`src/fps_pkg.sv`:
```
// shared types and constants of the frame parser with additive checksum
`timescale 1ns / 1ps

package fps_pkg;

  localparam int ByteW      = 8;
  localparam int LenW       = 7;
  localparam int AddrW      = 6;
  localparam int StoreDepth = 64;
  localparam int TdataW     = 32;

  localparam logic [LenW-1:0]  MaxPayload     = 7'd64;
  localparam logic [ByteW-1:0] StartByteReset = 8'd126;

  typedef struct packed {
    logic cap_start;
    logic cap_type;
    logic cap_len_lo;
    logic cap_len_hi;
    logic cap_data;
    logic emit_start;
    logic rd_issue;
    logic rd_next;
    logic out_load_data;
    logic out_load_empty;
  } ctrl_cmd_t;

  typedef struct packed {
    logic start_match;
    logic len_too_big;
    logic in_len_zero;
    logic len_zero;
    logic data_done;
    logic sum_match;
    logic emit_last;
    logic out_free;
  } ctrl_sts_t;

endpackage

```
`src/frame_parser_sum_checksum.sv`:
```
// top level of the length-prefixed frame parser with additive checksum
// payload results pass the store read register, then the output register
// throughput: one received beat per cycle while parsing; each payload result is read from the payload store
// only after the previous one has been loaded into the output register
// input is held off while a frame's payload is being emitted
// reset: asynchronous active-low, parser idle, start byte register back to 0x7e
`timescale 1ns / 1ps

module frame_parser_sum_checksum (
  input  logic                       clk_i,
  input  logic                       rst_ni,
  input  logic                       cfg_we_i,
  input  logic [fps_pkg::ByteW-1:0]  cfg_wdata_i,
  input  logic                       s_axis_tvalid,
  output logic                       s_axis_tready,
  input  logic [fps_pkg::ByteW-1:0]  s_axis_tdata,  // rx_byte
  output logic                       m_axis_tvalid,
  input  logic                       m_axis_tready,
  output logic [fps_pkg::TdataW-1:0] m_axis_tdata,  // frame_type, frame_len, byte_index, data_byte
  output logic                       m_axis_tlast
);
  import fps_pkg::*;

  logic [ByteW-1:0] start_byte_q;
  ctrl_cmd_t        cmd;
  ctrl_sts_t        sts;

  always_ff @(posedge clk_i or negedge rst_ni) begin
    if (!rst_ni) begin
      start_byte_q <= StartByteReset;
    end else if (cfg_we_i) begin
      start_byte_q <= cfg_wdata_i;
    end
  end

  fps_ctrl u_ctrl (
    .clk_i      (clk_i),
    .rst_ni     (rst_ni),
    .in_valid_i (s_axis_tvalid),
    .in_ready_o (s_axis_tready),
    .sts_i      (sts),
    .cmd_o      (cmd)
  );

  fps_datapath u_datapath (
    .clk_i        (clk_i),
    .rst_ni       (rst_ni),
    .rx_byte_i    (s_axis_tdata),
    .start_byte_i (start_byte_q),
    .cmd_i        (cmd),
    .sts_o        (sts),
    .out_valid_o  (m_axis_tvalid),
    .out_ready_i  (m_axis_tready),
    .out_data_o   (m_axis_tdata),
    .out_last_o   (m_axis_tlast)
  );

`ifndef NO_ASSERTIONS
  a_load_when_free: assert property (@(posedge clk_i) disable iff (!rst_ni)
    (cmd.out_load_data || cmd.out_load_empty) |-> sts.out_free)
    else $error("output beat loaded while previous beat still held");

  a_no_rw_clash: assert property (@(posedge clk_i) disable iff (!rst_ni)
    cmd.rd_issue |-> (!cmd.cap_data && !s_axis_tready))
    else $error("payload read while input beats are taken");

  a_read_then_load: assert property (@(posedge clk_i) disable iff (!rst_ni)
    cmd.out_load_data |-> $past(cmd.rd_issue) || $past(cmd.out_load_data) == 1'b0)
    else $error("payload beat loaded without a prior read");
`endif

endmodule

```
`src/fps_ctrl.sv`:
```
// controller state machine of the frame parser
`timescale 1ns / 1ps

module fps_ctrl (
  input  logic               clk_i,
  input  logic               rst_ni,
  input  logic               in_valid_i,
  output logic               in_ready_o,
  input  fps_pkg::ctrl_sts_t sts_i,
  output fps_pkg::ctrl_cmd_t cmd_o
);
  import fps_pkg::*;

  localparam logic [2:0] StIdle   = 3'd0;
  localparam logic [2:0] StType   = 3'd1;
  localparam logic [2:0] StLenLo  = 3'd2;
  localparam logic [2:0] StLenHi  = 3'd3;
  localparam logic [2:0] StData   = 3'd4;
  localparam logic [2:0] StCheck  = 3'd5;
  localparam logic [2:0] StEmitRd = 3'd6;
  localparam logic [2:0] StEmitWr = 3'd7;

  logic [2:0] state_q, state_d;
  logic       fire;

  always_comb begin
    unique case (state_q)
      StIdle, StType, StLenLo, StLenHi, StData: in_ready_o = 1'b1;
      StCheck:                                  in_ready_o = sts_i.out_free;
      default:                                  in_ready_o = 1'b0;
    endcase
  end

  assign fire = in_valid_i & in_ready_o;

  always_comb begin
    state_d = state_q;
    cmd_o   = '0;
    unique case (state_q)
      StIdle: begin
        if (fire && sts_i.start_match) begin
          cmd_o.cap_start = 1'b1;
          state_d         = StType;
        end
      end
      StType: begin
        if (fire) begin
          cmd_o.cap_type = 1'b1;
          state_d        = StLenLo;
        end
      end
      StLenLo: begin
        if (fire) begin
          cmd_o.cap_len_lo = 1'b1;
          state_d          = StLenHi;
        end
      end
      StLenHi: begin
        if (fire) begin
          if (sts_i.len_too_big) begin
            state_d = StIdle;
          end else begin
            cmd_o.cap_len_hi = 1'b1;
            state_d          = sts_i.in_len_zero ? StCheck : StData;
          end
        end
      end
      StData: begin
        if (fire) begin
          cmd_o.cap_data = 1'b1;
          if (sts_i.data_done) begin
            state_d = StCheck;
          end
        end
      end
      StCheck: begin
        if (fire) begin
          if (!sts_i.sum_match) begin
            state_d = StIdle;
          end else if (sts_i.len_zero) begin
            cmd_o.out_load_empty = 1'b1;
            state_d              = StIdle;
          end else begin
            cmd_o.emit_start = 1'b1;
            state_d          = StEmitRd;
          end
        end
      end
      StEmitRd: begin
        cmd_o.rd_issue = 1'b1;
        state_d        = StEmitWr;
      end
      StEmitWr: begin
        if (sts_i.out_free) begin
          cmd_o.out_load_data = 1'b1;
          if (sts_i.emit_last) begin
            state_d = StIdle;
          end else begin
            cmd_o.rd_next = 1'b1;
            state_d       = StEmitRd;
          end
        end
      end
      default: state_d = StIdle;
    endcase
  end

  always_ff @(posedge clk_i or negedge rst_ni) begin
    if (!rst_ni) begin
      state_q <= StIdle;
    end else begin
      state_q <= state_d;
    end
  end

endmodule

```
`src/fps_datapath.sv`:
```
// datapath of the frame parser: header fields, running sum, payload store, output beat
`timescale 1ns / 1ps

module fps_datapath (
  input  logic                       clk_i,
  input  logic                       rst_ni,
  input  logic [fps_pkg::ByteW-1:0]  rx_byte_i,
  input  logic [fps_pkg::ByteW-1:0]  start_byte_i,
  input  fps_pkg::ctrl_cmd_t         cmd_i,
  output fps_pkg::ctrl_sts_t         sts_o,
  output logic                       out_valid_o,
  input  logic                       out_ready_i,
  output logic [fps_pkg::TdataW-1:0] out_data_o,
  output logic                       out_last_o
);
  import fps_pkg::*;

  logic [ByteW-1:0] type_q;
  logic [ByteW-1:0] len_lo_q;
  logic [LenW-1:0]  len_q;
  logic [LenW-1:0]  cnt_q;
  logic [ByteW-1:0] sum_q;
  logic [AddrW-1:0] rd_idx_q;
  logic [ByteW-1:0] rd_data_q;
  logic [ByteW-1:0] mem_q [StoreDepth];

  logic             valid_q;
  logic [ByteW-1:0] o_type_q;
  logic [LenW-1:0]  o_len_q;
  logic [AddrW-1:0] o_idx_q;
  logic [ByteW-1:0] o_data_q;
  logic             o_last_q;

  logic [LenW-1:0]  cnt_inc;
  logic [LenW-1:0]  rd_inc;

  assign cnt_inc = cnt_q + LenW'(1);
  assign rd_inc  = {1'b0, rd_idx_q} + LenW'(1);

  assign sts_o.start_match = (rx_byte_i == start_byte_i);
  assign sts_o.len_too_big = (rx_byte_i != '0) || (len_lo_q > {1'b0, MaxPayload});
  assign sts_o.in_len_zero = (rx_byte_i == '0) && (len_lo_q == '0);
  assign sts_o.len_zero    = (len_q == '0);
  assign sts_o.data_done   = (cnt_inc >= len_q);
  assign sts_o.sum_match   = (rx_byte_i == sum_q);
  assign sts_o.emit_last   = (rd_inc == len_q);
  assign sts_o.out_free    = !valid_q || out_ready_i;

  // header, count and running sum
  always_ff @(posedge clk_i) begin
    if (cmd_i.cap_start) begin
      sum_q <= rx_byte_i;
    end
    if (cmd_i.cap_type) begin
      type_q <= rx_byte_i;
      sum_q  <= sum_q + rx_byte_i;
    end
    if (cmd_i.cap_len_lo) begin
      len_lo_q <= rx_byte_i;
      sum_q    <= sum_q + rx_byte_i;
    end
    if (cmd_i.cap_len_hi) begin
      len_q <= len_lo_q[LenW-1:0];
      cnt_q <= '0;
      sum_q <= sum_q + rx_byte_i;
    end
    if (cmd_i.cap_data) begin
      cnt_q <= cnt_inc;
      sum_q <= sum_q + rx_byte_i;
    end
  end

  // payload store
  always_ff @(posedge clk_i) begin
    if (cmd_i.cap_data) begin
      mem_q[cnt_q[AddrW-1:0]] <= rx_byte_i;
    end
    if (cmd_i.rd_issue) begin
      rd_data_q <= mem_q[rd_idx_q];
    end
  end

  always_ff @(posedge clk_i) begin
    if (cmd_i.emit_start) begin
      rd_idx_q <= '0;
    end else if (cmd_i.rd_next) begin
      rd_idx_q <= rd_inc[AddrW-1:0];
    end
  end

  // output beat register
  always_ff @(posedge clk_i or negedge rst_ni) begin
    if (!rst_ni) begin
      valid_q <= 1'b0;
    end else if (cmd_i.out_load_data || cmd_i.out_load_empty) begin
      valid_q <= 1'b1;
    end else if (out_ready_i) begin
      valid_q <= 1'b0;
    end
  end

  always_ff @(posedge clk_i) begin
    if (cmd_i.out_load_data) begin
      o_type_q <= type_q;
      o_len_q  <= len_q;
      o_idx_q  <= rd_idx_q;
      o_data_q <= rd_data_q;
      o_last_q <= sts_o.emit_last;
    end else if (cmd_i.out_load_empty) begin
      o_type_q <= type_q;
      o_len_q  <= '0;
      o_idx_q  <= '0;
      o_data_q <= '0;
      o_last_q <= 1'b1;
    end
  end

  assign out_valid_o = valid_q;
  assign out_last_o  = o_last_q;
  assign out_data_o  = {3'b000, o_data_q, o_idx_q, o_len_q, o_type_q};

endmodule
```
`config.mk`:
```
export PLATFORM = sky130hd
export DESIGN_NAME = frame_parser_sum_checksum
export DESIGN_NICKNAME = d
export VERILOG_FILES = /design/src/fps_pkg.sv /design/src/frame_parser_sum_checksum.sv /design/src/fps_ctrl.sv /design/src/fps_datapath.sv
export SDC_FILE = /design/constraint.sdc
export NUM_CORES = 1
export LEC_CHECK = 0
export BUFFER_PORTS_ARGS = -buffer_cell sky130_fd_sc_hd__clkbuf_2
export CORE_ASPECT_RATIO = 0.9
export CORE_MARGIN = 4
export CORE_UTILIZATION = 25
export DETAILED_ROUTE_END_ITERATION = 8
export PLACE_DENSITY_LB_ADDON = 0.3
export SETUP_SLACK_MARGIN = 0.02
export SLEW_MARGIN = 20
export SYNTH_ARGS = -nofsm -noshare
export SYNTH_HDL_FRONTEND = slang
export SYNTH_SLANG_ARGS = --single-unit
```
`constraint.sdc`:
```
create_clock -name clk_i -period 8.5 [get_ports clk_i]
set_input_delay 0.85 -clock clk_i [delete_from_list [all_inputs] [get_ports clk_i]]
set_output_delay 0.85 -clock clk_i [all_outputs]
set_load 0.1 [all_outputs]
```
======== Yosys cells after proc, flatten, opt, wreduce, memory -nomap -nowiden ========
Memory sizes are Yosys's and may differ from the RTL's. A register that Yosys moved wholly into a read port is not among the register bits.
Index checks and enable logic that the tools add are counted.
cells by class
  $lt $le $gt $ge ......................... 2
  divide/modulo/power cells ............... 0
  reduce and logical (&&, ||, !) cells .... 17
  add/subtract/negate cells ............... 3
  shift-type cells ........................ 0
  multiply operators ...................... 0
  bitwise operators ....................... 1
  multiplexer cells ....................... 57
  equal/unequal tests ..................... 18
operators with widths
  operator               number
  $mux W8                9
  $mux W3                12
  $mux W7                4
  $mux W1                26
  $pmux W3 S8            1
  $eq A8 B8 Y1           2
  $logic_not A8 Y1       2
  $ne A2 B1 Y1 const B   7
  $eq A3 B3 Y1 const B   4
  $mux W6                2
  $add A8 B8 Y8          1
  $gt A8 B7 Y1 const B   1
  $reduce_and A8 Y1      1
  $reduce_bool A8 Y1     1
  $add A6 B1 Y7 const B  1
  $add A7 B1 Y7 const B  1
  $eq A7 B7 Y1           1
  $ge A7 B7 Y1           1
  $logic_not A7 Y1       1
  $eq A3 B2 Y1 const B   2
  $reduce_bool A2 Y1     3
  $reduce_bool A5 Y1     1
  $reduce_or A5 Y1       1
  $mux W2                2
  8 further kinds        11
storage, ports and cells
  word-level logic and storage cells ...... 113
  memory bits (writable) .................. 512
  bits in latches ......................... 0
  memories ................................ 1
  flip-flop bits (word level) ............. 86
  output and inout port bits .............. 35
  input port bits ......................... 21
  ROM bits ................................ 0
memory list
  memory            words  bits a word  read ports  clocked after Yosys merged registers in  wr ports  line                text
  u_datapath.mem_q  64     8            1           1                                        1         fps_datapath.sv:25  logic [ByteW-1:0] mem_q [StoreDepth];

======== Logic depth before layout (Yosys ltp) ========
Gate-level depths: netlist of the first run.
  depth after elaboration ................. 12
  mapped depth ............................ 11
  depth with buffers taken out ............ 11

======== Cells and area by module ========
A second synthesis of the first run with hierarchy kept.
second synthesis, totals
  cells, all modules ...................... 1355
  area, all modules ....................... 24776.3 um2
by module, submodules not included
  module                     times used  area each (um2)  cells each
  fps_datapath               1           24071.8          1289
  fps_ctrl                   1           365.4            49
  frame_parser_sum_checksum  1           339.1            17

======== Least setup slack after synthesis of the first run ========
No wires, ideal clock.
  kind .................................... register -> register
  start point ............................. register u_datapath.valid_q, in the netlist u_datapath.out_valid_o
  end point ............................... register u_datapath.o_data_q[0], enable pin
  arrival ................................. 5777 ps
  period minus slack after synthesis ...... 6238 ps
  library setup time ...................... 461 ps
  cell stages (with the launch flop) ...... 5
  path slack .............................. 2262 ps
  path through ............................ dfrtp_1 > and3b_1 > o21ai_0 > nand3_1 > o21ai_0
between the ends
  longest elaborated chain between the ends .. 7
  elaborated cells between the ends (all ways) .. 9
ends and longest elaborated chain
  item                          line                             text
  start, declared               fps_datapath.sv:27               logic valid_q;
  start signal, assigned        fps_datapath.sv:94               valid_q <= 1'b0;
  start signal, assigned        fps_datapath.sv:96               valid_q <= 1'b1;
  start signal, assigned        fps_datapath.sv:98               valid_q <= 1'b0;
  $logic_not A1 Y1              fps_datapath.sv:47               assign sts_o.out_free = !valid_q || out_ready_i;
  $logic_or A1 B1 Y1            fps_datapath.sv:47
  $pmux W1 S2                   fps_ctrl.sv:27                   unique case (state_q)
  named net s_axis_tready       frame_parser_sum_checksum.sv:15  output logic s_axis_tready,
  $and A1 B1 Y1                 fps_ctrl.sv:34                   assign fire = in_valid_i & in_ready_o;
  $mux W1                       fps_ctrl.sv:77                   if (fire) begin
  $mux W1                       fps_ctrl.sv:39                   unique case (state_q)
  $reduce_bool A2 Y1 (no line)  n/a
  end signal, assigned          fps_datapath.sv:107              o_data_q <= rd_data_q;
  end, declared                 fps_datapath.sv:31               logic [ByteW-1:0] o_data_q;
The timed path passes the listed nets, and every way through them passes these cells.
A chain may end at the register's enable or synchronous reset.

======== Worst setup path after layout of the first run ========
  start point ............................. register u_ctrl.state_q[0]
  end point ............................... memory u_datapath.mem_q[54][0], enable pin
between the ends
  longest elaborated chain between the ends .. 8
  elaborated cells between the ends (all ways) .. 13
ends and longest elaborated chain
  item                                  line                text
  start, declared                       fps_ctrl.sv:23      logic [2:0] state_q, state_d;
  start signal, assigned                fps_ctrl.sv:110     state_q <= StIdle;
  start signal, assigned                fps_ctrl.sv:112     state_q <= state_d;
  $eq A3 B1 Y1 (tied with other cells)  fps_ctrl.sv:27
  $reduce_or A5 Y1                      fps_ctrl.sv:27
  $pmux W1 S2                           fps_ctrl.sv:27
  $and A1 B1 Y1                         fps_ctrl.sv:34
  $mux W1                               fps_ctrl.sv:69      if (fire) begin
  $mux W1 *                             fps_ctrl.sv:39
  $mux W1 *                             fps_datapath.sv:75  if (cmd_i.cap_data) begin
  $mux W1 (not written as such) *       fps_datapath.sv:76  mem_q[cnt_q[AddrW-1:0]] <= rx_byte_i;
  end, declared                         fps_datapath.sv:25
Mark *: on every way between the ends. The rest lies on a longest branch, timed or not.

==> flow_summary.yaml, run 1 <==
run_status:
  outcome: "finished clean"
sta:
  final_hold_viol_count: 0
  final-max-slew-violation-count: 0
  tightest_slew_ns: 1.056
  finalCriticalPeriod_ns: 3.444
  grt_setup_unrepaired: "no"
  setup_viol: 0
  fin_skew_ns: 0.02609
  fin_crit_sh: 0.4052
  max_freq_mhz: 290.3
  fin_ws_ns: 5.056
  tns_ns: 0
  slew_headroom: 0.2915
clock_tree:
  clk_latency_ns: 0.60
  hold_buffers: 0
  root_buffer: "clkbuf_16"
  cts.sinks: 606
  cts_resized: 0
  cts_made_buffers: 66
  htreeDepth: 3
  cts_tree: "done"
  ctsLongestPathBuffers: 3
  postCtsSetupBuffers: 0
  path_clk_slew_ns: 0.06
floorplanning:
  initial_core_util: 0.2517
  fp.dieArea_um2: 102100
  fp.coreArea_um2: 96350
  dieWidth_um: 336.3
  rows: 108
  die_y_um: 303.5
  io_pins: 56
setup_path:
  worstPathRequired_ns: 8.71
  crit_top_cell: "nor2_1"
  critPathMaxStageDelay_ns: 0.94
  cp.arrival_ns: 3.65
  r2r-end: "u_datapath.mem_q[54][0]"
  cp_max_fo: 12
  r2r_cells: 5
  cpMaxStageDelayCell: "nor2_1"
  crit_chain: "nor2_1 > nand3_1 > nor2_1 > nand3_1 > nor2_1"
  r2r_setup_slack_ns: 5.06
  r2r-start: "u_ctrl.state_q[0]"
  endpoint_kind: "flip-flop"
  crit_type: "flip-flop to flip-flop"
  critPathLaunchType: "flip-flop"
detailed_routing:
  vias: 11860
  wirelength_mm: 59.57
  via_per_inst: 4.504
  ant_nets: 0
  dr.pass1.iters: 6
  wl_per_cell_um: 22.63
  drc_errors: 0
  detailedRoute.firstIterationViolations: 1259
final_layout:
  final_cells: 2633
  final_util: 0.2910
  drive_gt1_frac: 0.2436
  synthToLayoutAreaGrowth_pct: 15.61
  fin_nets: 1358
pwr:
  ir_drop_mv: 0.1707
  power.leakage_nw: 8.805
  totalPowerFinal_mw: 7.720
  p_per_area_nw_per_um2: 275.4
grt:
  grt_start_max_net_pins: 96
  antenna_found_initial: 5
  grt_pass1_vias: 12210
  track_usage: 0.1167
  overflow: 0
  grt_first_pass_wirelength_mm: 86.00
synth:
  ys_seq_area_frac: 0.7457
  yosys.cell_types.count: 56
  synth_edf_count: 588
  yosysWarningCount: 0
  synth_top_flop_cell: "edfxtp_1"
  synth.avg_cell_area_um2: 19.51
  synth_seq_cells: 606
  synth_top_area_frac: 0.7281
  syn_area_um2: 24250
  async_flop_share: 0.01980
  syn_inst: 1243
  synth.area.top_cells: "edfxtp_1 (73%), mux4_2 (12%), mux2i_1 (2.0%)"
  yosys.area.top_type: "edfxtp_1"
placed_design:
  dp.cells: 2516
  gp_congestion: 0.7898
  detailedPlace.worstSlack_ns: 4.281
  numPortBuffers: 52
  hpwl_mm: 37.62
worst_hold_path:
  min_path_type: "primary input to async pin"
job:
  max_cap_viol_count: 0
-- cells in the mapped netlist (5+ instances only) --
cell / n
edfxtp_1: 588
mux4_2: 128
nor2_1: 98
mux2i_1: 49
nand2_1: 33
buf_2: 26
mux2_2: 25
a22oi_1: 24
clkbuf_1: 20
nand3_1: 19
inv_1: 18
and2_1: 16
ha_1: 16
xnor2_1: 16
o21ai_0: 13
buf_1: 11
xor2_1: 11
a21oi_1: 9
nor3_1: 9
o221ai_1: 9
nor2b_1: 8
buf_4: 7
nand2b_1: 7
dfrtp_1: 6
dfstp_2: 6
dfxtp_1: 6
or3_1: 6
o21ai_1: 5
-- power breakdown --
part / internal, mW / switching, mW
combinational: 0.657 / 0.812
clock: 1.59 / 1.12
sequential: 3.39 / 0.156
-- worst max-delay path, delay by kind of cell (launching register included) --
| kind | cells | cell delay, ns |
|---|---|---|
| AND/OR/NAND/NOR | 5 | 2.54 |
| flip-flops | 1 | 0.51 |
-- layer usage --
metal / part of all wire / track usage / wire (µm) / vias up
met2: 0.47 / 0.1835 / 27750 / 339
met4: 0.020 / 0.03066 / 1166 / 4
li1: - / - / - / 5168
met1: 0.44 / 0.1597 / 26250 / 6261
met5: 0.0014 / 0.005201 / 82 / -
met3: 0.073 / 0.03209 / 4320 / 87
-- metrics by stage --
stage	hold WS, ns	cell area (µm²)
floorplan	0.4003	24260
global placement	0.4094	25970
detailed placement	0.4056	25970
CTS	0.1004	28000
global route	0.1368	28030
finish	0.1328	28040
-- layout make-up --
cell class	count	area, µm²
Clock inverter	25	177.7
Tap cell	1265	1583
Antenna cell	1	2.502
Sequential cell	606	18090
Fill cell	9433	68310
Clock buffer	90	1858
Timing Repair Buffer	72	442.9
Inverter	18	67.56
Multi-Input combinational cell	556	5812
-- kinds of logic after synthesis --
group / after synthesis / synth area share
muxes: 202 / 0.1507
adders and majority gates: 17 / 0.009081
buffers and inverters: 83 / 0.01558
AOI/OAI and AO/OA: 82 / 0.02451
DFF: 606 / 0.7457
other: 1 / 0.0001546
and+or+nand+nor: 225 / 0.04447
xor gates and xnor gates: 27 / 0.009751
-- worst max path at each step --
stage,start,to,slack (ns)
3_3_place_gp,s_axis_tdata[0],u_datapath.o_data_q[0],4.31
6_report,u_ctrl.state_q[0],u_datapath.mem_q[54][0],5.06
2_1_floorplan,u_datapath.out_valid_o,u_datapath.o_data_q[0],2.26
5_1_grt,u_datapath.rd_idx_q[0],u_datapath.rd_data_q[4],4.83
4_1_cts,s_axis_tdata[0],u_datapath.o_type_q[1],4.93
3_5_place_dp,s_axis_tdata[0],u_datapath.o_data_q[0],4.28
-- placed cells by master, fill, tap and decap left out, types with 9 or more instances in the layout --
cell type,instances
o21ai_0,12
mux2_2,25
nand2_1,33
nand3_1,19
clkbuf_1,18
edfxtp_1,588
clkbuf_2,48
inv_1,17
and2_1,16
nor2_1,98
a21oi_1,9
a22oi_1,24
clkbuf_16,71
mux4_2,128
ha_1,16
xnor2_1,16
xor2_1,11
o221ai_1,9
clkinv_1,11
mux2i_1,49
buf_4,18
-- sequential cells by signal (all words and copies together), names as in the netlist --
signal                  flops
u_datapath.out_valid_o      1
u_ctrl.state_q              3
u_datapath.o_len_q          7
u_datapath.rd_idx_q         6
u_datapath.type_q           8
u_datapath.len_q            7
u_datapath.len_lo_q         8
u_datapath.out_last_o       1
u_datapath.o_type_q         8
u_datapath.sum_q            8
u_datapath.o_data_q         8
u_datapath.mem_q          512
u_datapath.rd_data_q        8
u_datapath.o_idx_q          6
u_datapath.cnt_q            7
start_byte_q                8
(Power assumes the default switching activity.)
==> run 2, diff against run 1 <==
Clock period 8.5 ns to 3.4 ns, I/O delays scaled along.
==> run 2 against run 1 <==
  * Via count increased by 3.3%
  * Utilization increased by 1.1 points
  * Wire length increased by 3.1%
  * Combinational power increased to 2.8 times the previous value
  * Cell area increased by 3.6%
  * Critical path depth unchanged
  * Count of clock-buffer cells in the layout decreased by 12
  * Die area unchanged
  * Clock power increased to 2.7 times the previous value
  * Worst setup slack got worse by 4.8 ns
  * Sequential cell count unchanged
  * Critical path type unchanged
  * Largest power group unchanged
==> flow_summary.yaml, run 2 (synthesized netlist as in run 1, its figures left out) <==
sta:
  max_freq_mhz: 320.5
  fin_skew_ns: 0.02182
  tightest_slew_ns: 0.8628
  final_hold_viol_count: 0
  fin_crit_sh: 0.9175
  hold_ws_ns: 0.1050
  finalCriticalPeriod_ns: 3.120
  grt_setup_unrepaired: "no"
  slew_headroom: 0.4227
  final-max-slew-violation-count: 0
  tns_ns: 0
  setup_viol: 0
placed_design:
  dp.cells: 2603
  gp_congestion: 0.8227
  hpwl_mm: 40.03
  placed_area_um2: 26710
  numPortBuffers: 52
clock_tree:
  ctsLongestPathBuffers: 3
  root_buffer: "clkbuf_16"
  hold_buffers: 9
  cts.sinks: 606
  path_clk_slew_ns: 0.06
  htreeDepth: 3
  postCtsSetupBuffers: 0
  cts_tree: "done"
  clk_latency_ns: 0.60
  cts_made_buffers: 67
  cts_resized: 0
floorplanning:
  dieWidth_um: 336.3
  fp.dieArea_um2: 102100
  rows: 108
  fp.coreArea_um2: 96350
  die_y_um: 303.5
  io_pins: 56
  initial_core_util: 0.2517
grt:
  antenna_found_initial: 4
  grt_start_max_net_pins: 70
  overflow: 0
  grt_first_pass_wirelength_mm: 89.80
  grt_pass1_vias: 12800
  track_usage: 0.1211
detailed_routing:
  wl_per_cell_um: 22.47
  via_per_inst: 4.483
  detailedRoute.firstIterationViolations: 1132
  ant_nets: 0
  wirelength_mm: 61.42
  vias: 12250
  dr.pass1.iters: 5
  drc_errors: 0
final_layout:
  synthToLayoutAreaGrowth_pct: 19.79
  multi_input_area_um2: 5811
  mostFrequentLayoutCell: "edfxtp_1"
  fillCellCount: 9417
  fin_nets: 1454
  final_cell_area_um2: 29050
  ff_latch_area_um2: 18090
  final_cell_mix: "edfxtp_1 (588), mux4_2 (128), nor2_1 (98), buf_4 (98), clkbuf_16 (69)"
  final_cells: 2733
  largest_reg_flops: 512
  drive_gt1_frac: 0.2958
pwr:
  ir_drop_mv: 0.3422
  p_per_area_nw_per_um2: 696.1
  totalPowerFinal_mw: 20.22
  power.leakage_nw: 9.436
setup_path:
  cp_max_fo: 12
  cpLargestDelayFamily: "simple AND/OR/NAND/NOR gates"
  worstPathRequired_ns: 3.61
  crit_chain: "nor2_1 > nand3_1 > nor2_1 > nand3_1 > nor2_1"
  r2r_cells: 5
  cpMaxStageDelayCell: "nor2_1"
  cp.arrival_ns: 3.33
  crit_cells: 5
  critPathBufInv: 0
  endpoint_kind: "flip-flop"
  crit_top_cell: "nor2_1"
  critPathMaxStageDelay_ns: 0.88
  critPathLaunchType: "flip-flop"
  crit_type: "flip-flop to flip-flop"
job:
  max_cap_viol_count: 0
worst_hold_path:
  whs_path_depth: 1
  min_path_type: "primary input to flip-flop"
run_status:
  outcome: "finished clean"
[run 2: worst paths after layout]
path	to	start	slack, ns
max in group asynchronous	start_byte_q[2]	rst_ni	2.93
min reg2reg	u_datapath.o_type_q[7]	u_datapath.type_q[7]	0.41
min in group asynchronous	u_ctrl.state_q[2]	rst_ni	0.18
max reg2reg	u_datapath.mem_q[46][2]	u_ctrl.state_q[0]	0.28
min	u_datapath.len_lo_q[6]	s_axis_tdata[6]	0.10
max	u_datapath.mem_q[46][2]	u_ctrl.state_q[0]	0.28
[run 2: layer usage]
metal  up-vias  GRT usage  wire length (µm)
met2       355     0.1988             29560
met1      6442     0.1630             27040
li1       5373          -                 -
met3        77    0.02719              3737
met5         -          0                27
met4         4    0.03200              1056
[run 2: where the power goes]
group	leakage (nW)	internal, mW	switching [mW]	total, mW
Sequential	5.48	8.46	0.247	8.71
Clock	1.11	4.49	2.94	7.43
Combinational	2.85	1.81	2.27	4.08
[run 2: final cells by class]
class / instances / share of cell area
Sequential cell: 606 / 0.6229
Multi-Input combinational cell: 556 / 0.2000
Clock buffer: 78 / 0.06060
Tap cell: 1265 / 0.05449
Timing Repair Buffer: 167 / 0.04290
Clock inverter: 42 / 0.01671
Inverter: 18 / 0.002326
Antenna cell: 1 / 0.00008614
[run 2: through the flow]
stage	utilization	setup slack (ns)
after floorplan	-	0.1730
after global placement	0.2772	0.3403
after detailed placement	0.2772	0.2582
after CTS	0.3015	0.2479
after global routing	0.3015	0.08539
final	0.3015	0.2804
==> run 3, diff against run 2 <==
Settings changed: ABC_AREA from default to 1.
==> run 3 against run 2 <==
  * Hold slack lost 0.023 ns
  * First-iteration DRC count rose by 31%
  * Power increased by 10%
  * Synthesized area is 2.9% higher
  * Clock skew increased by 0.0047 ns
  * Critical path depth up 4
  * Wire length is 15% higher
  * Global-route usage is 0.99 points higher
  * Sequential power rose by 0.8%
  * Worst setup slack better by 0.34 ns
  * Synthesized cell count rose by 68%
==> flow_summary.yaml, run 3 <==
run_status:
  outcome: "finished clean"
synth:
  synth_top_area_frac: 0.7074
  synth_top_flop_cell: "edfxtp_1"
  yosys.cell_types.count: 43
  synth.area.top_cells: "edfxtp_1 (71%), nor2_1 (6.1%), o21ai_0 (5.7%)"
  ys_seq_area_frac: 0.7245
  synth_seq_cells: 606
  syn_inst: 2093
  yosysWarningCount: 0
  synthTopCellsByCount: "edfxtp_1 (588), nor2_1 (408), o21ai_0 (284), nand2_1 (282), o22ai_1 (128)"
  syn_area_um2: 24960
  yosys.area.top_type: "edfxtp_1"
  synth_edf_count: 588
  synth.avg_cell_area_um2: 11.93
  yosysMostFrequentCell: "edfxtp_1"
  async_flop_share: 0.01980
grt:
  grt_pass1_vias: 16540
  grt_busiest_layer: "met2"
  use_met1: 0.1820
  grt_first_pass_wirelength_mm: 105.0
  grt_start_max_net_pins: 119
  antenna_found_initial: 1
  track_usage: 0.1309
  use_met2: 0.2103
  overflow: 0
  grtUsageMet3: 0.02264
final_layout:
  fillCellCount: 10060
  ff_latch_area_um2: 18090
  drive_gt1_frac: 0.1182
  largest_reg_flops: 512
  mostFrequentLayoutCell: "edfxtp_1"
  num_antenna_cells: 0
  multi_input_area_um2: 6040
  final_cell_area_um2: 29150
  final_cell_mix: "edfxtp_1 (588), nor2_1 (407), o21ai_0 (284)"
  synthToLayoutAreaGrowth_pct: 16.78
  fin_nets: 2237
pwr:
  totalPowerFinal_mw: 22.31
  p_per_area_nw_per_um2: 765.4
  power.leakage_nw: 10.03
  power_frac_clock: 0.286
  pwr-share-comb: 0.321
  p_switching_mw: 8.170
  ir_drop_mv: 0.3717
  pwr-share-seq: 0.394
  p_int_mw: 14.14
  swShare: 0.3662
setup_path:
  worstPathRequired_ns: 3.64
  cp.arrival_ns: 3.03
  crit_top_cell: "nor2_1"
  crit_chain: "nor2_1 > inv_1 > nor2_1 > inv_1 > nor2_4 > inv_2 > nor2_4 > nand2_1 > nor2_1"
  cp_max_fo: 9
  critPathLaunchType: "flip-flop"
  cpLargestDelayFamily: "simple AND/OR/NAND/NOR gates"
  crit_cells: 9
  r2r_cells: 9
  crit_type: "flip-flop to flip-flop"
  endpoint_kind: "flip-flop"
  critPathMaxStageDelay_ns: 0.68
  critPathBufInv: 3
  cpMaxStageDelayCell: "nor2_1"
clock_tree:
  cts.sinks: 606
  cts_tree: "done"
  postCtsSetupBuffers: 0
  path_clk_slew_ns: 0.06
  clk_latency_ns: 0.62
  cts_made_buffers: 60
  root_buffer: "clkbuf_16"
  htreeDepth: 2
  ctsLongestPathBuffers: 3
floorplanning:
  rows: 109
  io_pins: 56
  fp.coreArea_um2: 98600
  fp.dieArea_um2: 105000
  initial_core_util: 0.2532
  dieWidth_um: 341.1
  die_y_um: 307.8
placed_design:
  hpwl_mm: 44.12
  gp_congestion: 0.8427
  numPortBuffers: 52
  placed_area_um2: 27210
sta:
  setup_viol: 0
  final_hold_viol_count: 0
  grt_setup_unrepaired: "no"
  tns_ns: 0
  fin_crit_sh: 0.8183
  max_freq_mhz: 359.4
  tightest_slew_ns: 0.9936
  fin_skew_ns: 0.02654
  final-max-slew-violation-count: 0
  slew_headroom: 0.3376
  finalCriticalPeriod_ns: 2.782
detailed_routing:
  ant_nets: 0
  detailedRoute.firstIterationViolations: 1482
  wl_per_cell_um: 19.76
  via_per_inst: 4.632
  dr.pass1.iters: 6
  wirelength_mm: 70.63
  drc_errors: 0
  vias: 16560
job:
  max_cap_viol_count: 0
worst_hold_path:
  whs_path_depth: 2
  min_path_type: "primary input to flip-flop"
run 3: cell types whose count changed after synthesis, sizes merged, moves of 49 or more:
cell,previous run,this run
nor2,98,413
o21ai,18,311
nand2,33,283
mux4,128,0
o22ai,2,128
inv,18,82
mux2i,49,0
run 3: per-layer routing:
| metal | vias up | part of all wire |
|---|---|---|
| met4 | 0 | 0.026 |
| met1 | 8189 | 0.45 |
| li1 | 7686 | - |
| met2 | 568 | 0.46 |
| met3 | 113 | 0.063 |
| met5 | - | 0 |
run 3: path summary, 6_finish.rpt:
kind / slack [ns] / end / from
setup / recovery: 0.62 / u_datapath.mem_q[20][5] / u_ctrl.state_q[1]
hold / removal: 0.08 / start_byte_q[6] / cfg_we_i
hold reg to reg: 0.41 / u_datapath.o_type_q[7] / u_datapath.type_q[7]
setup reg to reg: 0.62 / u_datapath.mem_q[20][5] / u_ctrl.state_q[1]
max in group asynchronous: 2.88 / start_byte_q[2] / rst_ni
min in group asynchronous: 0.20 / u_ctrl.state_q[2] / rst_ni
run 3: final cells by class:
class | count | area share
Sequential cell | 606 | 0.6207
Clock buffer | 73 | 0.05391
Tap cell | 1332 | 0.05717
Multi-Input combinational cell | 1288 | 0.2072
Inverter | 83 | 0.01090
Timing Repair Buffer | 160 | 0.04052
Clock inverter | 32 | 0.009615
run 3: repair_timing:
item / 4_1_cts / 5_1_grt
hold endpoints to repair: 20 / 0
hold buffers: 9 / 0
resized for setup: 0 / 0
run 3: logic make-up after synthesis:
group	count (synthesis)	synth area share
multiplexers	4	0.001804
flip-flops	606	0.7245
XOR/XNOR	13	0.005113
buffers and inverters	201	0.03393
adder cells (fa/ha/maj)	17	0.008822
AND/OR/NAND/NOR	777	0.1235
other	1	0.0001502
AO/OA/AOI/OAI	474	0.1022
run 3: metrics by stage:
step / instances / hold slack [ns] / utilization / setup slack, ns
after global placement: 3460 / 0.2682 / 0.2759 / 0.6049
after CTS: 3574 / 0.03883 / 0.2956 / 0.6294
after global routing: 3574 / 0.06385 / 0.2956 / 0.3860
final: 3574 / 0.08224 / 0.2956 / 0.6176
after floorplan: 2095 / 0.04441 / - / 0.06814
after detailed placement: 3460 / 0.2764 / 0.2759 / 0.6305
run 3: power groups by stage:
| stage | clock network [mW] | registers (mW) | logic, mW |
|---|---|---|---|
| 2_1_floorplan | 0 | 8.99 | 4.60 |
| 3_5_place_dp | 0 | 8.94 | 7.11 |
| 3_3_place_gp | 0 | 8.93 | 7.11 |
| 4_1_cts | 6.55 | 8.78 | 7.14 |
| 5_1_grt | 6.87 | 8.81 | 7.89 |
| 6_report | 6.38 | 8.78 | 7.16 |
